<file path="src/design/rpfa_pkg.sv">
// Shared types and constants for the page frame allocator.
// Holds the command codes, field widths and the frame table entry layout.
// No dependencies.
package rpfa_pkg;

   localparam int CMD_W    = 3;
   localparam int OWNER_W  = 8;
   localparam int PAGE_W   = 10;
   localparam int RUN_W    = 11;
   localparam int PAGES_W  = 11;
   localparam int COUNT_W  = 8;

   localparam logic [COUNT_W-1:0] COUNT_MAX = 8'd255;
   localparam logic [PAGES_W-1:0] PAGES_RESET = 11'd1024;

   typedef enum logic [CMD_W-1:0] {
      CMD_ALLOC_LOW  = 3'd0,
      CMD_ALLOC_HIGH = 3'd1,
      CMD_ALLOC_RUN  = 3'd2,
      CMD_FREE       = 3'd3,
      CMD_RESERVE    = 3'd4,
      CMD_RECLAIM    = 3'd5
   } cmd_type;

   // One frame table entry: reference count and owner id
   typedef struct packed {
      logic [COUNT_W-1:0] count;
      logic [OWNER_W-1:0] owner;
   } entry_type;

endpackage

</file>
<file path="src/design/rpfa_ctrl.sv">
// Command sequencer: decodes an item, scans the frame table one entry per
// cycle through the RAM, writes back changes and holds the result register.
// Depends on rpfa_pkg.
module rpfa_ctrl #(
   parameter int NUM_FRAMES = 1024,
   parameter int ADDR_W     = 10
) (
   input  logic                           clock,
   input  logic                           reset,
   input  logic                           req_valid,
   output logic                           req_ready,
   input  logic [rpfa_pkg::CMD_W-1:0]     req_cmd,
   input  logic [rpfa_pkg::OWNER_W-1:0]   req_owner,
   input  logic [rpfa_pkg::PAGE_W-1:0]    req_page,
   input  logic [rpfa_pkg::PAGE_W-1:0]    req_last_page,
   input  logic [rpfa_pkg::RUN_W-1:0]     req_run_length,
   input  logic [rpfa_pkg::PAGES_W-1:0]   mem_pages,
   output logic                           rsp_valid,
   input  logic                           rsp_ready,
   output logic [rpfa_pkg::PAGE_W-1:0]    rsp_frame,
   output logic                           rsp_ok,
   output logic                           mem_we,
   output logic [ADDR_W-1:0]              mem_waddr,
   output rpfa_pkg::entry_type            mem_wdata,
   output logic [ADDR_W-1:0]              mem_raddr,
   input  rpfa_pkg::entry_type            mem_rdata
);

   localparam int CW = (ADDR_W + 1 > rpfa_pkg::RUN_W) ? ADDR_W + 1 : rpfa_pkg::RUN_W;
   localparam logic [CW-1:0]     FRAMES_C = CW'(NUM_FRAMES);
   localparam logic [ADDR_W-1:0] LAST_IDX = ADDR_W'(NUM_FRAMES - 1);

   typedef enum logic [2:0] {
      S_CLEAR,
      S_IDLE,
      S_SCAN,
      S_FILL,
      S_DONE
   } state_type;

   state_type                        state_ff, state_in;
   rpfa_pkg::cmd_type                cmd_ff, cmd_in;
   logic [rpfa_pkg::OWNER_W-1:0]     owner_ff, owner_in;
   logic [rpfa_pkg::RUN_W-1:0]       n_ff, n_in;
   logic [ADDR_W-1:0]                iss_addr_ff, iss_addr_in;
   logic [ADDR_W-1:0]                iss_end_ff, iss_end_in;
   logic                             issue_ff, issue_in;
   logic                             down_ff, down_in;
   logic                             rd_vld_ff, rd_vld_in;
   logic [ADDR_W-1:0]                rd_addr_ff, rd_addr_in;
   logic                             rd_last_ff, rd_last_in;
   logic [CW-1:0]                    run_ff, run_in;
   logic [rpfa_pkg::PAGE_W-1:0]      res_frame_ff, res_frame_in;
   logic                             res_ok_ff, res_ok_in;
   logic                             rsp_valid_ff, rsp_valid_in;
   logic [rpfa_pkg::PAGE_W-1:0]      rsp_frame_ff, rsp_frame_in;
   logic                             rsp_ok_ff, rsp_ok_in;

   logic [CW-1:0] page_ext, last_ext, n_ext, pages_ext, top_c, end_c;
   logic [CW-1:0] run_next, first_c;
   logic          cnt_zero, stop;

   assign page_ext  = CW'(req_page);
   assign last_ext  = CW'(req_last_page);
   assign n_ext     = CW'(req_run_length);
   assign pages_ext = CW'(mem_pages);
   assign top_c     = (pages_ext > FRAMES_C) ? FRAMES_C : pages_ext;
   assign end_c     = (last_ext < FRAMES_C) ? last_ext : CW'(LAST_IDX);

   assign cnt_zero  = (mem_rdata.count == '0);
   assign run_next  = cnt_zero ? run_ff + CW'(1) : '0;
   assign first_c   = CW'(rd_addr_ff) + CW'(1) - CW'(n_ff);

   always_comb begin
      state_in     = state_ff;
      cmd_in       = cmd_ff;
      owner_in     = owner_ff;
      n_in         = n_ff;
      iss_addr_in  = iss_addr_ff;
      iss_end_in   = iss_end_ff;
      issue_in     = issue_ff;
      down_in      = down_ff;
      rd_vld_in    = 1'b0;
      rd_addr_in   = rd_addr_ff;
      rd_last_in   = rd_last_ff;
      run_in       = run_ff;
      res_frame_in = res_frame_ff;
      res_ok_in    = res_ok_ff;
      rsp_valid_in = rsp_valid_ff;
      rsp_frame_in = rsp_frame_ff;
      rsp_ok_in    = rsp_ok_ff;
      mem_we       = 1'b0;
      mem_waddr    = rd_addr_ff;
      mem_wdata    = '0;
      mem_raddr    = iss_addr_ff;
      stop         = 1'b0;

      // Drop the result once taken
      if (rsp_valid_ff && rsp_ready) begin
         rsp_valid_in = 1'b0;
      end

      case (state_ff)
         S_CLEAR: begin
            // Sweep zeros through the table after reset
            mem_we      = 1'b1;
            mem_waddr   = iss_addr_ff;
            iss_addr_in = iss_addr_ff + ADDR_W'(1);
            if (iss_addr_ff == LAST_IDX) begin
               iss_addr_in = '0;
               state_in    = S_IDLE;
            end
         end

         S_IDLE: begin
            if (req_valid) begin
               cmd_in       = rpfa_pkg::cmd_type'(req_cmd);
               owner_in     = req_owner;
               n_in         = req_run_length;
               run_in       = '0;
               res_frame_in = '0;
               res_ok_in    = 1'b0;
               down_in      = 1'b0;
               issue_in     = 1'b1;
               iss_addr_in  = '0;
               iss_end_in   = LAST_IDX;
               state_in     = S_SCAN;
               case (rpfa_pkg::cmd_type'(req_cmd))
                  rpfa_pkg::CMD_ALLOC_LOW: begin
                  end
                  rpfa_pkg::CMD_ALLOC_HIGH: begin
                     iss_addr_in = ADDR_W'(top_c - CW'(1));
                     iss_end_in  = '0;
                     down_in     = 1'b1;
                     if (top_c == '0) begin
                        issue_in = 1'b0;
                        state_in = S_DONE;
                     end
                  end
                  rpfa_pkg::CMD_ALLOC_RUN: begin
                     iss_addr_in = ADDR_W'(page_ext);
                     if (n_ext == '0 || page_ext >= FRAMES_C) begin
                        issue_in = 1'b0;
                        state_in = S_DONE;
                     end
                  end
                  rpfa_pkg::CMD_FREE: begin
                     iss_addr_in = ADDR_W'(page_ext);
                     iss_end_in  = ADDR_W'(page_ext);
                     if (page_ext >= FRAMES_C) begin
                        issue_in = 1'b0;
                        state_in = S_DONE;
                     end else begin
                        res_ok_in = 1'b1;
                     end
                  end
                  rpfa_pkg::CMD_RESERVE: begin
                     iss_addr_in = ADDR_W'(page_ext);
                     iss_end_in  = ADDR_W'(end_c);
                     res_ok_in   = 1'b1;
                     if (page_ext > end_c) begin
                        issue_in = 1'b0;
                        state_in = S_DONE;
                     end
                  end
                  rpfa_pkg::CMD_RECLAIM: begin
                     res_ok_in = 1'b1;
                  end
                  default: begin
                     issue_in = 1'b0;
                     state_in = S_DONE;
                  end
               endcase
            end
         end

         S_SCAN: begin
            // Issue stage: advance the read pointer
            if (issue_ff) begin
               rd_vld_in   = 1'b1;
               rd_addr_in  = iss_addr_ff;
               rd_last_in  = (iss_addr_ff == iss_end_ff);
               issue_in    = (iss_addr_ff != iss_end_ff);
               iss_addr_in = down_ff ? iss_addr_ff - ADDR_W'(1)
                                     : iss_addr_ff + ADDR_W'(1);
            end

            // Data stage: evaluate the entry read last cycle and write back
            if (rd_vld_ff) begin
               case (cmd_ff)
                  rpfa_pkg::CMD_ALLOC_LOW, rpfa_pkg::CMD_ALLOC_HIGH: begin
                     if (cnt_zero) begin
                        mem_we       = 1'b1;
                        mem_wdata    = '{count: rpfa_pkg::COUNT_W'(1), owner: owner_ff};
                        res_frame_in = rpfa_pkg::PAGE_W'(rd_addr_ff);
                        res_ok_in    = 1'b1;
                        stop         = 1'b1;
                     end
                  end
                  rpfa_pkg::CMD_ALLOC_RUN: begin
                     run_in = run_next;
                     if (run_next == CW'(n_ff)) begin
                        res_frame_in = rpfa_pkg::PAGE_W'(first_c);
                        res_ok_in    = 1'b1;
                        stop         = 1'b1;
                     end
                  end
                  rpfa_pkg::CMD_FREE: begin
                     mem_we = 1'b1;
                     if (mem_rdata.count > rpfa_pkg::COUNT_W'(1)) begin
                        mem_wdata.count = mem_rdata.count - rpfa_pkg::COUNT_W'(1);
                        mem_wdata.owner = (mem_rdata.owner == owner_ff) ? '0
                                                                        : mem_rdata.owner;
                     end
                  end
                  rpfa_pkg::CMD_RESERVE: begin
                     if (mem_rdata.count < rpfa_pkg::COUNT_MAX) begin
                        mem_we          = 1'b1;
                        mem_wdata.count = mem_rdata.count + rpfa_pkg::COUNT_W'(1);
                        mem_wdata.owner = mem_rdata.owner;
                     end
                  end
                  rpfa_pkg::CMD_RECLAIM: begin
                     if (!cnt_zero && mem_rdata.owner == owner_ff) begin
                        mem_we = 1'b1;
                     end
                  end
                  default: begin
                  end
               endcase

               if (stop && cmd_ff == rpfa_pkg::CMD_ALLOC_RUN) begin
                  // Run found: go back and claim its frames
                  rd_vld_in   = 1'b0;
                  issue_in    = 1'b0;
                  down_in     = 1'b0;
                  iss_addr_in = ADDR_W'(first_c);
                  iss_end_in  = rd_addr_ff;
                  state_in    = S_FILL;
               end else if (stop || rd_last_ff) begin
                  rd_vld_in = 1'b0;
                  issue_in  = 1'b0;
                  state_in  = S_DONE;
               end
            end
         end

         S_FILL: begin
            // Claim one run frame per cycle with owner 0
            mem_we      = 1'b1;
            mem_waddr   = iss_addr_ff;
            mem_wdata   = '{count: rpfa_pkg::COUNT_W'(1), owner: '0};
            iss_addr_in = iss_addr_ff + ADDR_W'(1);
            if (iss_addr_ff == iss_end_ff) begin
               state_in = S_DONE;
            end
         end

         S_DONE: begin
            // Hand the result over once the output register is free
            if (!rsp_valid_ff || rsp_ready) begin
               rsp_valid_in = 1'b1;
               rsp_frame_in = res_frame_ff;
               rsp_ok_in    = res_ok_ff;
               state_in     = S_IDLE;
            end
         end

         default: begin
            state_in = S_IDLE;
         end
      endcase
   end

   always_ff @(posedge clock) begin
      if (reset) begin
         state_ff     <= S_CLEAR;
         iss_addr_ff  <= '0;
         issue_ff     <= 1'b0;
         rd_vld_ff    <= 1'b0;
         rsp_valid_ff <= 1'b0;
      end else begin
         state_ff     <= state_in;
         iss_addr_ff  <= iss_addr_in;
         issue_ff     <= issue_in;
         rd_vld_ff    <= rd_vld_in;
         rsp_valid_ff <= rsp_valid_in;
      end
      cmd_ff       <= cmd_in;
      owner_ff     <= owner_in;
      n_ff         <= n_in;
      iss_end_ff   <= iss_end_in;
      down_ff      <= down_in;
      rd_addr_ff   <= rd_addr_in;
      rd_last_ff   <= rd_last_in;
      run_ff       <= run_in;
      res_frame_ff <= res_frame_in;
      res_ok_ff    <= res_ok_in;
      rsp_frame_ff <= rsp_frame_in;
      rsp_ok_ff    <= rsp_ok_in;
   end

   assign req_ready = (state_ff == S_IDLE);
   assign rsp_valid = rsp_valid_ff;
   assign rsp_frame = rsp_frame_ff;
   assign rsp_ok    = rsp_ok_ff;

   // The table is never written while waiting for an item
   a_no_write_idle: assert property (@(posedge clock) disable iff (reset)
      state_ff == S_IDLE |-> !mem_we)
      else $error("frame table written while idle");

   // Read data is only in flight during a scan
   a_data_in_scan: assert property (@(posedge clock) disable iff (reset)
      rd_vld_ff |-> state_ff == S_SCAN)
      else $error("read data pending outside a scan");

   // Write-back never collides with the read issued in the same cycle
   a_no_rw_clash: assert property (@(posedge clock) disable iff (reset)
      state_ff == S_SCAN && issue_ff && mem_we |-> iss_addr_ff != rd_addr_ff)
      else $error("read and write to the same frame in one cycle");

   // A result is loaded only on leaving the done state
   a_load_from_done: assert property (@(posedge clock) disable iff (reset)
      $rose(rsp_valid_ff) |-> $past(state_ff) == S_DONE)
      else $error("result loaded outside the done state");

   // A nonzero frame only comes with success
   a_frame_ok: assert property (@(posedge clock) disable iff (reset)
      rsp_valid_ff && rsp_frame_ff != '0 |-> rsp_ok_ff)
      else $error("frame reported on a failed command");

endmodule

</file>
<file path="config.mk">
export PLATFORM = sky130hd
export DESIGN_NAME = rpfa_ctrl
export DESIGN_NICKNAME = d
export VERILOG_FILES = /design/src/design/rpfa_pkg.sv /design/src/design/rpfa_ctrl.sv
export SDC_FILE = /design/constraint.sdc
export NUM_CORES = 1
export LEC_CHECK = 0
export ABC_AREA = 1
export BUFFER_PORTS_ARGS = -buffer_cell sky130_fd_sc_hd__buf_2
export CAP_MARGIN = 20
export CORE_ASPECT_RATIO = 1.5
export CORE_MARGIN = 4
export CORE_UTILIZATION = 40
export DETAILED_ROUTE_END_ITERATION = 8
export PLACE_DENSITY = 0.63
export SYNTH_ARGS = -nofsm -noshare
export SYNTH_HDL_FRONTEND = slang
export SYNTH_SLANG_ARGS = --single-unit
</file>
<file path="constraint.sdc">
create_clock -name clock -period 4.25 [get_ports clock]
set_input_delay 0.425 -clock clock [delete_from_list [all_inputs] [get_ports clock]]
set_output_delay 0.425 -clock clock [all_outputs]
set_load 0.05 [all_outputs]
</file>
==> impl_results.md <==
- Run status: complete, no violations
- WP data required: 3.83 ns
- TritonCTS clock tree: yes
- Std cell rows: about 60
- Number of I/O port buffers: 122
- Final-layout fill cell count: 1774
- CP arrival: roughly 2.8 ns
- Drt wl/cell: between 15 and 20 um
- Largest net degree at the start of global routing: 38
- HP Start: req_owner[1]
- Worst Path Max Fanout: 24
- Hold crit path type: in -> reg
- Hold slack final: roughly 0.26 ns
- Nets: approximately 1200
- Clock slew at reported path FFs: roughly 0.06 ns
- GRT Total Usage: 0.206
- Synth Area in Adders: 0.0622
- Worst VDD drop: 0.000225 V
- Tcrit/Tclk final: 0.754
- Mux cell area share after synthesis: 0
- Antenna cells: 0
- WS Path Type: in -> out
- Crit path capture type: primary output
- Placeable Area: 17500 um2
- Critical Path Start Type: primary input
- Critical R2R Capture: iss_end_ff[4]
- Starting Density: 0.409
- Final setup fails: 0
- Min Clock Period, post-route: about 3.2 ns
- Die area: 20100 um2
- FF+latch count, synth: between 90 and 100
- Async SR Flop Fraction: 0
- Comb power frac: 0.440
- Ratio of cells with drive above 1 in the final layout: 0.165
- Cells on Worst Hold Path: 1
- CTS buffer count: 9
- Root Buffer: clkbuf_16
- GR Overflow Total: 0
- Worst Hold End: owner_ff[1]
- XOR/XNOR Fraction of Synth Area: 0.0355
- Final Max Slew Viols: 0
- Routed via count: a little under 7000
- Remaining DRCs: 0
- Reg-to-reg slack, setup: around 1.4 ns
- Worst Max-Slew Pin Slew: 1.06 ns
- Num ports: 123
- Vias/cell: 5.34
- Max-cap violations: 0
- Clock network fraction of total power: 0.201
- Wire length of the first global-routing pass: around 33000 um
- P_int: 2.09 mW
- Skew final: approximately 0.010 ns
- Htree depth: 3
- PostCTS Resize Cnt: 0
- Detail Route Antenna Nets: 0
- Cells on worst reg2reg path: 13
- Syn Inst Count: 966
- Final setup TNS: 0 ns
- Clock tree sinks: slightly above 90
- Router iterations before antenna repair: 8
- Synth Cell Area: between 7000 and 8000 um2
- Max Freq: 312 MHz
- RSZ-0062 raised after global routing: false
- Yosys Warn Count: 0
- Final hold vios: 0
- Leakage: between 3 and 4 nW
- First DRT Iteration DRCs: 501
- Syn nets: between 1000 and 1500
- Setup bufs post-CTS: 0
- R2r startpoint: run_ff[1]
- Layout area overhead: 15.3%
- Vias in the first global route: around 6800
- Post-Synth Simple-Gate Area: 0.295
- Post-DP HPWL: 16700 um
- Post-synth EDFFs: just under 80
- Final Power: slightly below 4 mW
- Hold_buf cts: 0
- Chip width: about 120 um
- RD Place Congestion: ~0.9
- Syn avg cell area: around 7.4 um2
- WL final: about 20000 um
- Switch share: 0.459
- Max Buffers Root-to-Sink: 2
- Seq/Total Area, Yosys: 0.368
- Antenna violations before repair: 0
- Synth Area in Compound Gates: 0.145
- Cell variety after synth: 47
- Pwr dens: around 470 nW/um2
- Clock Latency Late Sink: 0.34 ns
- Top FF cell, synth: edfxtp_1
- Largest family of logic cells by synthesized area: simple AND/OR/NAND/NOR gates
- Net Sw Power: ~1.8 mW
- Seq pwr share: 0.359
- Die H: between 150 and 200 um
- Worst slew margin: 0.292
## registers in the layout, summed over array words and instances, names as in the netlist
| register | count |
|---|---|
| iss_end_ff | 10 |
| state_ff | 3 |
| rsp_frame | 10 |
| res_frame_ff | 10 |
| res_ok_ff | 1 |
| rd_addr_ff | 10 |
| n_ff | 11 |
| rsp_ok | 1 |
| run_ff | 11 |
| rsp_valid | 1 |
| rd_vld_ff | 1 |
| down_ff | 1 |
| rd_last_ff | 1 |
| owner_ff | 8 |
| mem_raddr | 10 |
| cmd_ff | 3 |
| issue_ff | 1 |
## placed cells by master, fill, tap and decap left out, types with 13 or more instances in the layout
master | synthesis | final
ha_1 | 34 | 34
nand2_1 | 221 | 221
a21oi_1 | 64 | 64
edfxtp_1 | 77 | 77
o22ai_1 | 14 | 14
inv_1 | 133 | 133
o21ai_0 | 57 | 57
nand3_1 | 75 | 75
nor3_1 | 14 | 13
dfxtp_1 | 16 | 16
nor2_1 | 93 | 92
nand4_1 | 23 | 23
xor2_1 | 15 | 15
xnor2_1 | 14 | 14
buf_2 | 3 | 122
## worst max-delay path: stages
cell and delay [ns]:
buf_2 0.12, inv_1 0.12, ha_1 0.29, nand2_4 0.10, nor2_8 0.32, inv_1 0.10, nor2_1 0.53, inv_1 0.18
o2111ai_1 0.12, nand2_1 0.07, nand3_1 0.11, buf_2 0.29
## worst max path at each step
| stage | cells past startpoint | slack (ns) | start | end |
|---|---|---|---|---|
| global route | 11 | 0.84 | mem_rdata[8] | mem_wdata[3] |
| finish | 12 | 1.05 | mem_rdata[8] | mem_we |
| floorplan | 10 | 0.91 | mem_rdata[8] | mem_wdata[8] |
| detailed placement | 15 | 0.97 | mem_rdata[8] | iss_end_ff[8] |
| CTS | 8 | 1.07 | state_ff[1] | mem_wdata[9] |
| global placement | 15 | 1.07 | mem_rdata[8] | iss_end_ff[8] |
## cells in the mapped netlist, drive strengths merged, types with 2 or more instances
cell type    n  area share
a22oi        2      0.0021
o211ai       5      0.0052
nand3       82       0.063
o21bai       4      0.0042
o21ai       62       0.043
nand2      223        0.12
inv        133       0.070
o22ai       14       0.012
nor4         5      0.0044
nor3        15       0.011
nand3b       2      0.0021
a31oi        6      0.0052
dfxtp       16       0.045
nor2       100       0.062
a21oi       66       0.047
o2111ai      2      0.0024
nand4       24       0.023
or2         11      0.0096
ha          34       0.059
buf          9       0.012
edfxtp      77        0.32
clkinv       5      0.0026
xor2        15       0.018
clkbuf      18      0.0094
xnor2       14       0.017
a211oi       4      0.0042
a221oi      10       0.012
## routing by layer
| layer | GRT usage | wire [um] | vias up |
|---|---|---|---|
| met4 | 0.0898 | 780 | 0 |
| li1 | - | - | 3500 |
| met1 | 0.237 | 8150 | 3159 |
| met5 | 0 | 0 | - |
| met3 | 0.0282 | 981 | 47 |
| met2 | 0.374 | 10500 | 222 |
## logic make-up (layout without fill, tap and decap cells)
| logic type | count (synthesis) | after routing |
|---|---|---|
| compound gates | 181 | 181 |
| xor+xnor | 29 | 29 |
| fa+ha+maj | 35 | 35 |
| buf+inv | 165 | 284 |
| flops | 93 | 93 |
| simple gates | 463 | 463 |
## cell type report
| class | instances | area, um2 | share of cell area |
|---|---|---|---|
| Clock inverter | 7 | 58.8 | 0.00713 |
| Tap cell | 213 | 267 | 0.0323 |
| Clock buffer | 9 | 225 | 0.0273 |
| Multi-Input combinational cell | 708 | 3870 | 0.469 |
| Inverter | 138 | 518 | 0.0628 |
| Sequential cell | 93 | 2630 | 0.319 |
| Timing Repair Buffer | 130 | 682 | 0.0827 |
## stage by stage
step                       util  setup WS (ns)  instances  instance area [um2]
final                     0.472           1.05       1298                 8250
after global routing      0.472          0.837       1298                 8250
after CTS                 0.470           1.07       1295                 8220
after detailed placement  0.453          0.973       1279                 7930
after global placement    0.453           1.07       1279                 7930
after floorplan               -          0.910        966                 7160
## power by group through the flow
stage	Sequential, mW	Clock, mW	Combinational, mW
after detailed placement	1.41	0	1.68
after global routing	1.41	0.825	1.88
after floorplan	1.43	0	1.20
after global placement	1.41	0	1.67
final	1.39	0.777	1.70
after CTS	1.39	0.796	1.69
Power figures use the tool's default switching activity.
